--- src/rtl/ifa_pkg.sv ---
package ifa_pkg;

	// field widths fixed by the header format
	localparam int unsigned ADDR_W    = 32;
	localparam int unsigned LEN_W     = 16;
	localparam int unsigned HDR_B_W   = 6;
	localparam int unsigned OFFSET_W  = 13;
	localparam int unsigned STATUS_W  = 3;
	localparam int unsigned DELIVER_W = 17;

	// stream packing
	localparam int unsigned S_TDATA_W = 104;
	localparam int unsigned M_TDATA_W = 40;
	localparam int unsigned M_TUSER_W = 2;

	// configuration port
	localparam int unsigned CFG_IDX_W  = 2;
	localparam int unsigned CFG_DATA_W = 32;

	localparam logic [CFG_IDX_W-1:0] REG_FLOW_SRC  = 2'd0;
	localparam logic [CFG_IDX_W-1:0] REG_FLOW_DST  = 2'd1;
	localparam logic [CFG_IDX_W-1:0] REG_MIN_FRAG  = 2'd2;
	localparam logic [CFG_IDX_W-1:0] REG_TIMEOUT   = 2'd3;

	localparam logic [LEN_W-1:0] MIN_FRAG_RESET = 16'd8;
	localparam logic [LEN_W-1:0] TIMEOUT_RESET  = 16'd30;

	// header constants
	localparam logic [3:0]         IPV4_VERSION     = 4'd4;
	localparam logic [HDR_B_W-1:0] MIN_HEADER_BYTES = 6'd20;

	// status codes
	localparam logic [STATUS_W-1:0] ST_OK           = 3'd0;
	localparam logic [STATUS_W-1:0] ST_NOT_IPV4     = 3'd1;
	localparam logic [STATUS_W-1:0] ST_BAD_HDR_LEN  = 3'd2;
	localparam logic [STATUS_W-1:0] ST_NO_DATA      = 3'd3;
	localparam logic [STATUS_W-1:0] ST_ADDR_MISS    = 3'd4;
	localparam logic [STATUS_W-1:0] ST_NOT_FRAGMENT = 3'd5;
	localparam logic [STATUS_W-1:0] ST_TOO_SHORT    = 3'd6;
	localparam logic [STATUS_W-1:0] ST_OVERRUN      = 3'd7;

	// flush reasons
	localparam logic REASON_DONE    = 1'b0;
	localparam logic REASON_TIMEOUT = 1'b1;

	typedef struct packed {
		logic [ADDR_W-1:0] flow_source_addr;
		logic [ADDR_W-1:0] flow_dest_addr;
		logic [LEN_W-1:0]  min_fragment_bytes;
		logic [LEN_W-1:0]  timeout_seconds;
	} cfg_t;

	typedef struct packed {
		logic                kind;
		logic [3:0]          version;
		logic [3:0]          header_words;
		logic [LEN_W-1:0]    total_length;
		logic [ADDR_W-1:0]   src_addr;
		logic [ADDR_W-1:0]   dst_addr;
		logic                more_fragments;
		logic                dont_fragment;
		logic [OFFSET_W-1:0] offset_units;
	} item_t;

	typedef struct packed {
		logic [LEN_W-1:0]   end_bytes;
		logic [LEN_W-1:0]   received_bytes;
		logic               final_seen;
		logic [HDR_B_W-1:0] final_header_bytes;
		logic [LEN_W-1:0]   idle_ticks;
	} flow_t;

	typedef struct packed {
		logic                 valid;
		logic [STATUS_W-1:0]  status;
		logic                 flushed;
		logic                 flush_reason;
		logic [DELIVER_W-1:0] delivered_length;
		logic [LEN_W-1:0]     highest_end;
	} result_t;

endpackage

--- src/rtl/ifa_cfg_regs.sv ---
module ifa_cfg_regs
	import ifa_pkg::*;
(
	input  logic                  clk,
	input  logic                  arst_n,
	input  logic                  cfg_valid,
	output logic                  cfg_ready,
	input  logic [CFG_IDX_W-1:0]  cfg_index,
	input  logic [CFG_DATA_W-1:0] cfg_data,
	output cfg_t                  cfg
);

	cfg_t cfg_q;

	assign cfg_ready = 1'b1;
	assign cfg       = cfg_q;

	// register file, one write per beat
	always_ff @(posedge clk or negedge arst_n) begin
		if (!arst_n) begin
			cfg_q.flow_source_addr   <= '0;
			cfg_q.flow_dest_addr     <= '0;
			cfg_q.min_fragment_bytes <= MIN_FRAG_RESET;
			cfg_q.timeout_seconds    <= TIMEOUT_RESET;
		end else if (cfg_valid && cfg_ready) begin
			case (cfg_index)
				REG_FLOW_SRC: cfg_q.flow_source_addr   <= cfg_data;
				REG_FLOW_DST: cfg_q.flow_dest_addr     <= cfg_data;
				REG_MIN_FRAG: cfg_q.min_fragment_bytes <= cfg_data[LEN_W-1:0];
				REG_TIMEOUT:  cfg_q.timeout_seconds    <= cfg_data[LEN_W-1:0];
				default:      cfg_q                    <= cfg_q;
			endcase
		end
	end

endmodule

--- src/rtl/ifa_check.sv ---
module ifa_check
	import ifa_pkg::*;
#(
	parameter int unsigned MAX_DATAGRAM_BYTES = 65535
) (
	input  item_t   item,
	input  cfg_t    cfg,
	input  flow_t   flow,
	output flow_t   flow_next,
	output result_t res
);

	localparam logic [LEN_W:0] MAX_LIMIT = (LEN_W+1)'(MAX_DATAGRAM_BYTES);

	logic [HDR_B_W-1:0] hdr_bytes;
	logic [LEN_W-1:0]   payload_len;
	logic [LEN_W-1:0]   offset_bytes;
	logic [LEN_W:0]     recv_sum;
	logic [LEN_W:0]     fin_sum;
	logic [STATUS_W-1:0] status;
	logic [LEN_W-1:0]   new_end;
	logic [LEN_W-1:0]   new_recv;
	logic               new_final;
	logic [HDR_B_W-1:0] new_hdr;
	logic [LEN_W-1:0]   idle_inc;

	// header arithmetic
	assign hdr_bytes    = {item.header_words, 2'b00};
	assign payload_len  = item.total_length - LEN_W'(hdr_bytes);
	assign offset_bytes = {item.offset_units, 3'b000};
	assign recv_sum     = {1'b0, flow.received_bytes} + {1'b0, payload_len};
	assign fin_sum      = {1'b0, offset_bytes} + {1'b0, payload_len};

	// checks in priority order
	always_comb begin
		if (item.version != IPV4_VERSION)
			status = ST_NOT_IPV4;
		else if (hdr_bytes < MIN_HEADER_BYTES)
			status = ST_BAD_HDR_LEN;
		else if (item.total_length <= LEN_W'(hdr_bytes))
			status = ST_NO_DATA;
		else if (item.src_addr != cfg.flow_source_addr ||
				item.dst_addr != cfg.flow_dest_addr)
			status = ST_ADDR_MISS;
		else if ((!item.more_fragments && item.offset_units == '0) || item.dont_fragment)
			status = ST_NOT_FRAGMENT;
		else if (item.more_fragments && payload_len < cfg.min_fragment_bytes)
			status = ST_TOO_SHORT;
		else if (recv_sum > MAX_LIMIT || fin_sum > MAX_LIMIT)
			status = ST_OVERRUN;
		else
			status = ST_OK;
	end

	// flow after an accepted fragment
	assign new_end   = (flow.end_bytes < fin_sum[LEN_W-1:0]) ? fin_sum[LEN_W-1:0]
		: flow.end_bytes;
	assign new_recv  = recv_sum[LEN_W-1:0];
	assign new_final = flow.final_seen | ~item.more_fragments;
	assign new_hdr   = item.more_fragments ? flow.final_header_bytes : hdr_bytes;

	// saturating idle count
	assign idle_inc = (flow.idle_ticks == '1) ? flow.idle_ticks : flow.idle_ticks + 1'b1;

	// next state and result
	always_comb begin
		flow_next = flow;
		res       = '0;
		if (item.kind) begin
			if (flow.received_bytes != '0) begin
				if (idle_inc > cfg.timeout_seconds) begin
					res.valid            = 1'b1;
					res.status           = ST_OK;
					res.flushed          = 1'b1;
					res.flush_reason     = REASON_TIMEOUT;
					res.delivered_length = {1'b0, flow.received_bytes}
						+ DELIVER_W'(flow.final_header_bytes);
					res.highest_end      = flow.end_bytes;
					flow_next            = '0;
				end else begin
					flow_next.idle_ticks = idle_inc;
				end
			end
		end else if (status != ST_OK) begin
			res.valid       = 1'b1;
			res.status      = status;
			res.highest_end = flow.end_bytes;
		end else if (new_final && new_end == new_recv) begin
			res.valid            = 1'b1;
			res.status           = ST_OK;
			res.flushed          = 1'b1;
			res.flush_reason     = REASON_DONE;
			res.delivered_length = {1'b0, new_recv} + DELIVER_W'(new_hdr);
			res.highest_end      = new_end;
			flow_next            = '0;
		end else begin
			res.valid                    = 1'b1;
			res.status                   = ST_OK;
			res.highest_end              = new_end;
			flow_next.end_bytes          = new_end;
			flow_next.received_bytes     = new_recv;
			flow_next.final_seen         = new_final;
			flow_next.final_header_bytes = new_hdr;
			flow_next.idle_ticks         = '0;
		end
	end

endmodule

--- src/rtl/ipv4_fragment_accounting_core.sv ---
// channel | direction | beat contents
// s_*     | in        | tuser: kind; tdata: fragment header fields
// m_*     | out       | tuser: flushed, flush_reason; tdata: status, lengths
// cfg_*   | in        | register index and write data, always ready
//
// one item per cycle sustained unless m_tready stalls the output: a beat lands in
// the input register, is checked and applied to the flow state combinationally,
// and its result is written to the output register, behind the input register.
// a tick that causes no flush is consumed without a result.
// arst_n clears the flow, both valid flags and the register defaults.
// the input register is released whenever the output register is empty or taken.
module ipv4_fragment_accounting_core
	import ifa_pkg::*;
#(
	parameter int unsigned MAX_DATAGRAM_BYTES = 65535
) (
	input  logic                  clk,
	input  logic                  arst_n,
	input  logic                  s_tvalid,
	output logic                  s_tready,
	// [3:0] version, [7:4] header_words, [23:8] total_length, [55:24] src_addr,
	// [87:56] dst_addr, [88] more_fragments, [89] dont_fragment,
	// [102:90] offset_units, [103] zero
	input  logic [S_TDATA_W-1:0]  s_tdata,
	// [0] kind
	input  logic                  s_tuser,
	output logic                  m_tvalid,
	input  logic                  m_tready,
	// [2:0] status, [19:3] delivered_length, [35:20] highest_end, [39:36] zero
	output logic [M_TDATA_W-1:0]  m_tdata,
	// [0] flushed, [1] flush_reason
	output logic [M_TUSER_W-1:0]  m_tuser,
	input  logic                  cfg_valid,
	output logic                  cfg_ready,
	input  logic [CFG_IDX_W-1:0]  cfg_index,
	input  logic [CFG_DATA_W-1:0] cfg_data
);

	cfg_t    cfg;
	item_t   item_in;
	item_t   item_s1;
	logic    valid_s1;
	flow_t   flow_q;
	flow_t   flow_next;
	result_t res;
	result_t res_s2;
	logic    valid_s2;
	logic    out_free;
	logic    fire;

	ifa_cfg_regs u_cfg (
		.clk       (clk),
		.arst_n    (arst_n),
		.cfg_valid (cfg_valid),
		.cfg_ready (cfg_ready),
		.cfg_index (cfg_index),
		.cfg_data  (cfg_data),
		.cfg       (cfg)
	);

	// unpack the input beat
	always_comb begin
		item_in.kind           = s_tuser;
		item_in.version        = s_tdata[3:0];
		item_in.header_words   = s_tdata[7:4];
		item_in.total_length   = s_tdata[23:8];
		item_in.src_addr       = s_tdata[55:24];
		item_in.dst_addr       = s_tdata[87:56];
		item_in.more_fragments = s_tdata[88];
		item_in.dont_fragment  = s_tdata[89];
		item_in.offset_units   = s_tdata[102:90];
	end

	// handshake
	assign out_free = ~valid_s2 | m_tready;
	assign fire     = valid_s1 & out_free;
	assign s_tready = ~valid_s1 | out_free;

	// input register
	always_ff @(posedge clk or negedge arst_n) begin
		if (!arst_n) begin
			valid_s1 <= 1'b0;
		end else if (s_tready) begin
			valid_s1 <= s_tvalid;
		end
	end

	always_ff @(posedge clk) begin
		if (s_tvalid && s_tready) begin
			item_s1 <= item_in;
		end
	end

	ifa_check #(
		.MAX_DATAGRAM_BYTES (MAX_DATAGRAM_BYTES)
	) u_check (
		.item      (item_s1),
		.cfg       (cfg),
		.flow      (flow_q),
		.flow_next (flow_next),
		.res       (res)
	);

	// flow state
	always_ff @(posedge clk or negedge arst_n) begin
		if (!arst_n) begin
			flow_q <= '0;
		end else if (fire) begin
			flow_q <= flow_next;
		end
	end

	// output register
	always_ff @(posedge clk or negedge arst_n) begin
		if (!arst_n) begin
			valid_s2 <= 1'b0;
		end else if (out_free) begin
			valid_s2 <= fire & res.valid;
		end
	end

	always_ff @(posedge clk) begin
		if (fire && res.valid) begin
			res_s2 <= res;
		end
	end

	assign m_tvalid = valid_s2;
	assign m_tdata  = {4'b0000, res_s2.highest_end, res_s2.delivered_length, res_s2.status};
	assign m_tuser  = {res_s2.flush_reason, res_s2.flushed};

endmodule

--- config.mk ---
export PLATFORM = sky130hd
export DESIGN_NAME = ipv4_fragment_accounting_core
export DESIGN_NICKNAME = d
export VERILOG_FILES = /design/src/rtl/ifa_pkg.sv /design/src/rtl/ifa_cfg_regs.sv /design/src/rtl/ifa_check.sv /design/src/rtl/ipv4_fragment_accounting_core.sv
export SDC_FILE = /design/constraint.sdc
export NUM_CORES = 1
export LEC_CHECK = 0
export BUFFER_PORTS_ARGS = -buffer_cell sky130_fd_sc_hd__buf_2
export CELL_PAD_IN_SITES_DETAIL_PLACEMENT = 1
export CELL_PAD_IN_SITES_GLOBAL_PLACEMENT = 1
export CORE_ASPECT_RATIO = 1.2
export CORE_UTILIZATION = 50
export DETAILED_ROUTE_END_ITERATION = 10
export GPL_ROUTABILITY_DRIVEN = 0
export PLACE_DENSITY = 0.95
export SYNTH_ARGS = -nofsm -noshare
export SYNTH_HDL_FRONTEND = slang
export SYNTH_HIERARCHICAL = 1
export SYNTH_SLANG_ARGS = --single-unit
--- constraint.sdc ---
create_clock -name clk -period 19.1 [get_ports clk]
set_input_delay 0.955 -clock clk [delete_from_list [all_inputs] [get_ports clk]]
set_output_delay 0.955 -clock clk [all_outputs]
set_load 0.02 [all_outputs]
Word-level counts from Yosys, hierarchy flattened
Index checks and enable logic that the tools add are counted.

cells by class
  $lt $le $gt $ge = 7
  equality and inequality tests = 11
  $add $sub $neg = 6
  bitwise operators = 8
  multiplexer cells = 23
  reductions and logical operators = 19

operators with widths
  kind                     count
  $mux W55                 4
  $mux W39                 4
  $mux W16                 4
  $ne A32 B32 Y1           2
  $mux W19                 2
  $add A16 B16 Y17         2
  $add A16 B6 Y17          2
  $gt A17 B16 Y1 const B   2
  $lt A16 B16 Y1           2
  $mux W3                  8
  $add A16 B1 Y16 const B  1
  $eq A16 B16 Y1           1
  $eq A16 B16 Y1 const B   1
  $gt A16 B16 Y1           1
  $le A16 B6 Y1            1
  $reduce_bool A16 Y1      1
  $sub A16 B6 Y16          1
  $logic_not A13 Y1        1
  $reduce_and A2 Y1        4
  $lt A6 B5 Y1 const B     1
  $mux W6                  1
  $logic_and A1 B1 Y1      5
  $eq A2 B2 Y1 const B     2
  $ne A2 B1 Y1 const B     2
  12 further kinds         19

word-level totals
  register bits = 295
  bits of input ports = 144
  output and inout port bits = 45

Longest topological paths before layout
Gate-level depths: netlist of run 1.

  word-level depth = 15
  gate-level depth with buffers = 31
  depth with buffers taken out = 29

Hierarchy
Netlist of run 1, hierarchy kept.

by module, submodules not included
  module                         cells each  instances  area each (um^2)
  ifa_check                      973         1          6827.8
  ipv4_fragment_accounting_core  273         1          6646.4
  ifa_cfg_regs                   206         1          3606.0

Worst setup path after synthesis of run 1
No wires, ideal clock.

  path kind = reg2reg
  start point = register item_s1[96] in the netlist's numbering
  end point = register flow_q[48] in the netlist's numbering
  slack = 12461 ps
  data required time = 18975 ps
  data arrival time = 6514 ps
  library setup time = 125 ps
  stages on the path, launching flop included = 30
  path through = edfxtp_1 -> inv_1 -> ha_1 -> nor2b_1 -> o21ai_0 -> nand2b_1 -> a21o_1 -> or3_1 -> nor4_1 -> xor2_1 -> ha_1 -> a21o_1 -> a21oi_1 -> o21bai_1 -> a22o_1 -> or2_2 -> ha_1 -> nand2_1 -> o21ai_1 -> a2111o_1 -> o21ai_4 -> mux2_2 -> xor2_1 -> nor2_1 -> nand4_1 -> or3b_1 -> a31o_1 -> buf_2 -> a22o_1 -> mux2_4

RTL lines
  what                      RTL line                              text
  start: declaration        ipv4_fragment_accounting_core.sv:41   item_t item_s1;
  start signal: assignment  ipv4_fragment_accounting_core.sv:90   item_s1 <= item_in;
  end signal: assignment    ipv4_fragment_accounting_core.sv:109  flow_q <= flow_next;
  end: declaration          ipv4_fragment_accounting_core.sv:43   flow_t flow_q;

==> impl_metrics.py, run 1 <==
metrics = {
    "sta": {
        "setup-tns-final_ps": 0,
        "hold_ws_ps": 447,
        "tightest_slew_ps": 1250,
        "slew_violations": 0,
        "highest_achievable_clock_rate_mhz": 111,
        "worst_slew_margin_rel": 0.166,
        "setup_viol": 0,
        "hold_violations": 0,
        "skew_ps": 31.2,
        "rsz_0062_raised_after_global_routing": "no",
        "finalCritPeriodShare": 0.470,
        "finalCriticalPeriod_ps": 8970,
    },
    "logic_synthesis": {
        "seq_area_frac_synth": 0.474,
        "synth_edf_count": 142,
        "synth-async-reset-ratio": 0.519,
        "unique_masters_post_synth": 91,
        "ys_ff_latch": 295,
        "ys_dominant_reg_cell": "dfrtp_1",
        "syn_area_sq_um": 17100,
        "synth_warnings": 6,
        "mapped_cells": 1452,
        "synthesis.area_per_instance_sq_um": 11.8,
    },
    "floorplanning": {
        "floorplan.die_area_sq_um": 34900,
        "dieWidth_um": 171,
        "floorplan.io_pins": 189,
        "die_h_um": 204,
        "core_area_sq_um": 33300,
        "fp-row-count": 73,
        "start_util": 0.512,
    },
    "clock_tree": {
        "cts_max_path_buffers": 3,
        "cts-buffers-inserted": 31,
        "post-cts-setup-buffer-count": 0,
        "clock_tree_from_tritoncts": "done",
        "ctsHtreeMaxLevel": 1,
        "clk_latency_ps": 620,
        "postCtsResizedCells": 0,
        "root_buffer": "clkbuf_16",
        "cts_hold_buffers": 0,
        "cts.reportedPaths.clkPinSlew_ps": 70,
        "numClockSinks": 295,
    },
    "critical_path": {
        "critPathLaunchType": "flip-flop",
        "worst-r2r-setup-slack_ps": 10130,
        "worstPathArrival_ps": 9370,
        "worstReg2RegStart": "item_s1[96]",
        "end_kind": "flip-flop",
        "timing_worst_setup_path_type": "flip-flop to flip-flop",
        "cp_max_fo": 22,
        "cp_slowest_cell": "or3_1",
        "cp_startpoint": "item_s1[96]",
        "worst-endpoint-required_ps": 19500,
        "worst_r2r_path_depth": 28,
        "critical_path.reg2reg.endpoint": "m_tdata[19]",
        "endpoint": "m_tdata[19]",
        "worst_path_largest_cell_delay_ps": 690,
    },
    "place": {
        "place_hpwl_um": 37600,
        "io_buffer_count": 182,
    },
    "grt": {
        "grt_util_all_layers": 0.319,
        "number_of_global_route_vias_before_repair": 14500,
        "overflow": 0,
        "global_route_wire_length_before_repair_um": 83500,
        "grt_antenna_before_repair": 4,
        "grt_start_max_net_pins": 92,
    },
    "routing": {
        "wirelength_um": 54500,
        "route.antenna.remaining_nets": 0,
        "remaining_drc_errors": 0,
        "vias_per_cell": 6.25,
        "wire_per_inst_um": 25.9,
        "dr.pass1.iters": 7,
        "drt-initial-drc-count": 968,
        "vias": 13200,
    },
    "cells_and_area": {
        "layout-area-overhead-vs-synth_pct": 13.5,
        "layout-drive-gt1-share": 0.259,
        "layout_commonest_cell": "buf_2",
        "n_fill_cell": 3466,
        "most_frequent_cells_in_the_layout": "buf_2, dfrtp_1, edfxtp_1",
        "layout.nets": 1872,
    },
    "pwr": {
        "pwr-share-clk": 0.351,
        "power.share.combinational": 0.207,
        "power_density_nw_per_um2": 90.7,
        "netSwitchingFraction": 0.301,
        "cell_internal_pwr_w": 0.00123,
        "share_seq_of_total_power": 0.442,
        "net_switching_power_figure_w": 0.000529,
        "power_leakage_nw": 8.61,
        "vdd_drop_max_mv": 0.0801,
    },
    "outcome": {
        "outcome": "finished, final reports clean",
    },
    "job": {
        "drv_cap": 0,
    },
    "worst_hold_path": {
        "min_path_type": "primary input to async pin",
    },
}
cell type report:
class	instances	area [sq um]	area share
clock buffers	46	892	0.0460
inverters	73	274	0.0141
repair buffers	190	977	0.0504
multi-input cells	1039	8440	0.436
clock inverters	12	130	0.00671
flip-flops and latches	295	8100	0.418
well taps	450	563	0.0290
diodes	2	5.00	0.000258
how the worst min path moves through the flow:
stage	start	to	slack, ps
floorplan	u_cfg/cfg[92]	u_cfg/cfg[92]	480
global placement	u_cfg/cfg[92]	u_cfg/cfg[92]	490
detailed placement	u_cfg/cfg[9]	u_cfg/cfg[9]	500
CTS	arst_n	m_tvalid	480
global route	s_tdata[85]	item_s1[44]	500
finish	arst_n	flow_q[42]	450
registers in the layout, indices dropped and copies added, names as in the netlist:
signal,flops
u_cfg/cfg,96
m_tuser,2
m_tdata,36
valid_s1,1
m_tvalid,1
flow_q,55
item_s1,104
metrics by stage:
step	setup slack (ps)	cell area (sq um)	total power, W	util	cells
3_5_place_dp	10580	18400	0.00113	0.551	2047
2_1_floorplan	12460	17100	0.00101	-	1455
3_3_place_gp	11060	18400	0.00109	0.551	2047
6_report	10130	19400	0.00176	0.581	2107
4_1_cts	10440	19400	0.00176	0.581	2105
5_1_grt	10020	19400	0.00182	0.581	2105
worst max-delay path, delay by kind of cell (launching register included):
kind	cells	cell delay, ps
AO/OA/AOI/OAI	10	3240
XOR/XNOR	3	1100
adder cells (fa/ha/maj)	3	1050
buffers and inverters	1	180
flip-flops	1	460
AND/OR/NAND/NOR	11	2730
cells by family after synthesis:
group / count (synthesis) / share of synthesized area
adder cells (fa/ha/maj): 98 / 0.0740
AND/OR/NAND/NOR: 311 / 0.0975
XOR/XNOR: 153 / 0.0789
other: 2 / 0.000440
flip-flops: 295 / 0.474
AO/OA/AOI/OAI: 294 / 0.116
multiplexers: 178 / 0.127
buffers and inverters: 121 / 0.0328
power by group through the flow:
stage | clock network (W) | logic [W] | registers, W
2_1_floorplan | 0 | 0.000232 | 0.000777
3_5_place_dp | 0 | 0.000346 | 0.000786
4_1_cts | 0.000625 | 0.000358 | 0.000776
5_1_grt | 0.000646 | 0.000388 | 0.000782
6_report | 0.000616 | 0.000364 | 0.000777
3_3_place_gp | 0 | 0.000317 | 0.000778
metal layers:
layer / up-vias / part of all wire / track usage
met3: 225 / 0.066 / 0.0631
met4: 4 / 0.064 / 0.197
li1: 5695 / - / -
met2: 645 / 0.51 / 0.568
met5: - / 0.00050 / 0
met1: 6598 / 0.35 / 0.345
Yosys cell counts (all sizes together) (8+ instances only):
cell	count	area (sq um)
a21o	33	248
a21oi	73	373
a22o	26	228
and2	8	50.1
and3	14	92.6
buf	27	208
clkbuf	21	78.8
dfrtp	148	3700
edfxtp	142	4260
ha	93	1160
inv	73	274
mux2	155	1930
mux2i	23	230
nand2	86	333
nand3	22	115
nand4	19	119
nor2	49	199
nor2b	19	119
nor3	20	111
nor4	32	200
o211ai	8	65.1
o21a	11	82.6
o21ai	66	345
o22ai	18	113
xnor2	52	455
xor2	101	892
(Power assumes the default switching activity.)
==> run 2, diff against run 1 <==
--- a/config.mk
+++ b/config.mk
@@ -5,14 +5,15 @@
 export SDC_FILE = /design/constraint.sdc
 export NUM_CORES = 1
 export LEC_CHECK = 0
+export ABC_AREA = 1
 export BUFFER_PORTS_ARGS = -buffer_cell sky130_fd_sc_hd__buf_2
 export CELL_PAD_IN_SITES_DETAIL_PLACEMENT = 1
 export CELL_PAD_IN_SITES_GLOBAL_PLACEMENT = 1
 export CORE_ASPECT_RATIO = 1.2
-export CORE_UTILIZATION = 50
+export CORE_UTILIZATION = 45
 export DETAILED_ROUTE_END_ITERATION = 10
 export GPL_ROUTABILITY_DRIVEN = 0
-export PLACE_DENSITY = 0.95
+export PLACE_DENSITY = 0.93
 export SYNTH_ARGS = -nofsm -noshare
 export SYNTH_HDL_FRONTEND = slang
 export SYNTH_HIERARCHICAL = 1
==> constraint.sdc (replaced) <==
create_clock -name clk -period 8.8 [get_ports clk]
set_input_delay 0.44 -clock clk [delete_from_list [all_inputs] [get_ports clk]]
set_output_delay 0.44 -clock clk [all_outputs]
set_load 0.02 [all_outputs]
==> impl_metrics.py, run 2 <==
metrics = {
    "logic_synthesis": {
        "ys_top_cells_by_count": "nand2_1, nand3_1, inv_1",
        "syn_area_sq_um": 18900,
        "synthesis.area_per_instance_sq_um": 7.76,
        "netlist_top_cells_area": "edfxtp_1, dfrtp_1, nand2_1",
        "synth_warnings": 6,
        "yosys.area.top_type_share": 0.225,
        "post-synth-top-count-cell": "nand2_1",
        "mapped_cells": 2440,
        "synth_edf_count": 142,
        "ys_dominant_reg_cell": "dfrtp_1",
        "synth_area_leader_cell": "edfxtp_1",
        "seq_area_frac_synth": 0.428,
        "unique_masters_post_synth": 57,
        "synth-async-reset-ratio": 0.519,
        "ys_ff_latch": 295,
    },
    "cells_and_area": {
        "layout-area-overhead-vs-synth_pct": 12.1,
        "layout_commonest_cell": "nand2_1",
        "final_design_area_no_fill_sq_um": 21200,
        "layout-drive-gt1-share": 0.118,
        "largest_register_ffs": 104,
        "most_frequent_cells_in_the_layout": "nand2_1, nand3_1, inv_1",
        "layout.nets": 2820,
        "top_register": "item_s1",
    },
    "floorplanning": {
        "fp-row-count": 81,
        "core_area_sq_um": 41100,
        "die_h_um": 227,
        "start_util": 0.460,
        "floorplan.die_area_sq_um": 42900,
        "floorplan.io_pins": 189,
        "dieWidth_um": 189,
    },
    "routing": {
        "remaining_drc_errors": 0,
        "wirelength_um": 65800,
        "vias_per_cell": 5.76,
        "route.antenna.remaining_nets": 0,
        "drt-initial-drc-count": 1145,
        "wire_per_inst_um": 20.9,
        "dr.pass1.iters": 7,
        "vias": 18100,
    },
    "critical_path": {
        "critical_path.reg2reg.endpoint": "flow_q[28]",
        "cp_slowest_cell": "nand3_1",
        "timing_worst_setup_path_type": "flip-flop to flip-flop",
        "worstReg2RegStart": "item_s1[97]",
        "worst_r2r_path_depth": 35,
        "critPathLaunchType": "flip-flop",
        "worst_path_largest_cell_delay_ps": 720,
        "cp_max_fo": 25,
        "worstPathArrival_ps": 8250,
        "worst-r2r-setup-slack_ps": 1000,
        "worst-endpoint-required_ps": 9250,
        "cp_common_cell": "nand2_1",
        "end_kind": "flip-flop",
    },
    "sta": {
        "worst_slew_margin_rel": 0.275,
        "slew_violations": 0,
        "highest_achievable_clock_rate_mhz": 128,
        "rsz_0062_raised_after_global_routing": "no",
        "finalWorstSetupSlack_ps": 1000,
        "tightest_slew_ps": 1090,
        "setup_viol": 0,
        "skew_ps": 20.5,
        "setup-tns-final_ps": 0,
        "hold_ws_ps": 52.0,
        "finalCriticalPeriod_ps": 7800,
        "hold_violations": 0,
        "finalCritPeriodShare": 0.886,
    },
    "place": {
        "io_buffer_count": 182,
        "dpl_cell_area_sq_um": 20000,
        "place_hpwl_um": 46500,
        "dp_slack_ps": 1300,
    },
    "clock_tree": {
        "postCtsResizedCells": 0,
        "clk_latency_ps": 560,
        "ctsHtreeMaxLevel": 2,
        "cts.reportedPaths.clkPinSlew_ps": 70,
        "clock_tree_from_tritoncts": "done",
        "cts_hold_buffers": 1,
        "post-cts-setup-buffer-count": 0,
        "numClockSinks": 295,
        "root_buffer": "clkbuf_16",
        "cts-buffers-inserted": 34,
        "cts_max_path_buffers": 3,
    },
    "pwr": {
        "vdd_drop_max_mv": 0.246,
        "total_power_w": 0.00569,
        "power_density_nw_per_um2": 268,
        "power_leakage_nw": 10.7,
    },
    "outcome": {
        "outcome": "finished, final reports clean",
    },
    "worst_hold_path": {
        "min_path_type": "primary input to flip-flop",
        "hold_end": "item_s1[45]",
        "hold_path_depth": 1,
        "min_from": "s_tdata[86]",
    },
    "grt": {
        "grt_start_max_net_pins": 81,
        "grt_util_all_layers": 0.312,
        "global_route_wire_length_before_repair_um": 104000,
        "number_of_global_route_vias_before_repair": 19700,
        "grt_antenna_before_repair": 6,
        "overflow": 0,
    },
    "job": {
        "drv_cap": 0,
    },
}
-- run 2: cell count changes after synthesis, sizes merged, moves of 66 or more --
| cell | change |
|---|---|
| inv | +165 |
| nor2 | +118 |
| nand3 | +215 |
| nand2 | +788 |
| mux2 | -155 |
| nand4 | +66 |
-- run 2: routing by layer --
metal / global-route usage / routed length, um / vias to the layer above
met5: 0 / 65 / -
met3: 0.0580 / 4260 / 249
met2: 0.567 / 33500 / 758
met1: 0.330 / 23600 / 8837
met4: 0.203 / 4390 / 10
li1: - / - / 8253
-- run 2: worst max-delay path by stage --
stage	start	end	slack [ps]	depth (start not counted)
CTS	item_s1[97]	flow_q[36]	1240	35
detailed placement	item_s1[97]	flow_q[19]	1300	35
finish	item_s1[97]	flow_q[28]	1000	35
global route	item_s1[97]	flow_q[34]	450	35
global placement	item_s1[97]	flow_q[23]	1590	35
floorplan	item_s1[83]	flow_q[44]	3800	33
-- run 2: kinds of logic (layout without fill, tap and decap cells) --
kind of cell               Yosys count  after routing  share of synthesized area
xor gates and xnor gates            96             96                     0.0448
buffers and inverters              338            499                     0.0805
adders and majority gates           98             98                     0.0668
AOI/OAI and AO/OA                  207            207                     0.0628
DFF                                295            295                      0.428
and+or+nand+nor                   1404           1404                      0.317
other                                2              6                   0.000397
-- run 2: cell type report --
cell class | instances | area (sq um)
Fill cell | 5126 | 19900
Clock inverter | 22 | 260
Clock buffer | 40 | 925
Multi-Input combinational cell | 1810 | 9330
Inverter | 241 | 910
Tap cell | 539 | 674
Sequential cell | 295 | 8100
Antenna cell | 1 | 2.50
Timing Repair Buffer | 196 | 1020
-- run 2: where the power goes --
| group | switching (W) | internal [W] | total (W) | leakage [nW] |
|---|---|---|---|---|
| Combinational | 0.00156 | 0.000723 | 0.00228 | 6.82 |
| Sequential | 0.000234 | 0.00166 | 0.00190 | 3.33 |
| Clock | 0.000628 | 0.000885 | 0.00151 | 0.586 |
-- run 2: worst max-delay path, delay by kind of cell, from the launching register on --
family | cells | cell delay, ps
compound gates | 5 | 1680
buf+inv | 3 | 330
fa+ha+maj | 3 | 1100
flops | 1 | 360
simple gates | 23 | 3640
xor+xnor | 1 | 570
-- run 2: through the flow --
| stage | util | instances |
|---|---|---|
| 4_1_cts | 0.516 | 3143 |
| 3_5_place_dp | 0.487 | 3080 |
| 3_3_place_gp | 0.487 | 3080 |
| 6_report | 0.516 | 3144 |
| 5_1_grt | 0.516 | 3144 |
| 2_1_floorplan | - | 2443 |
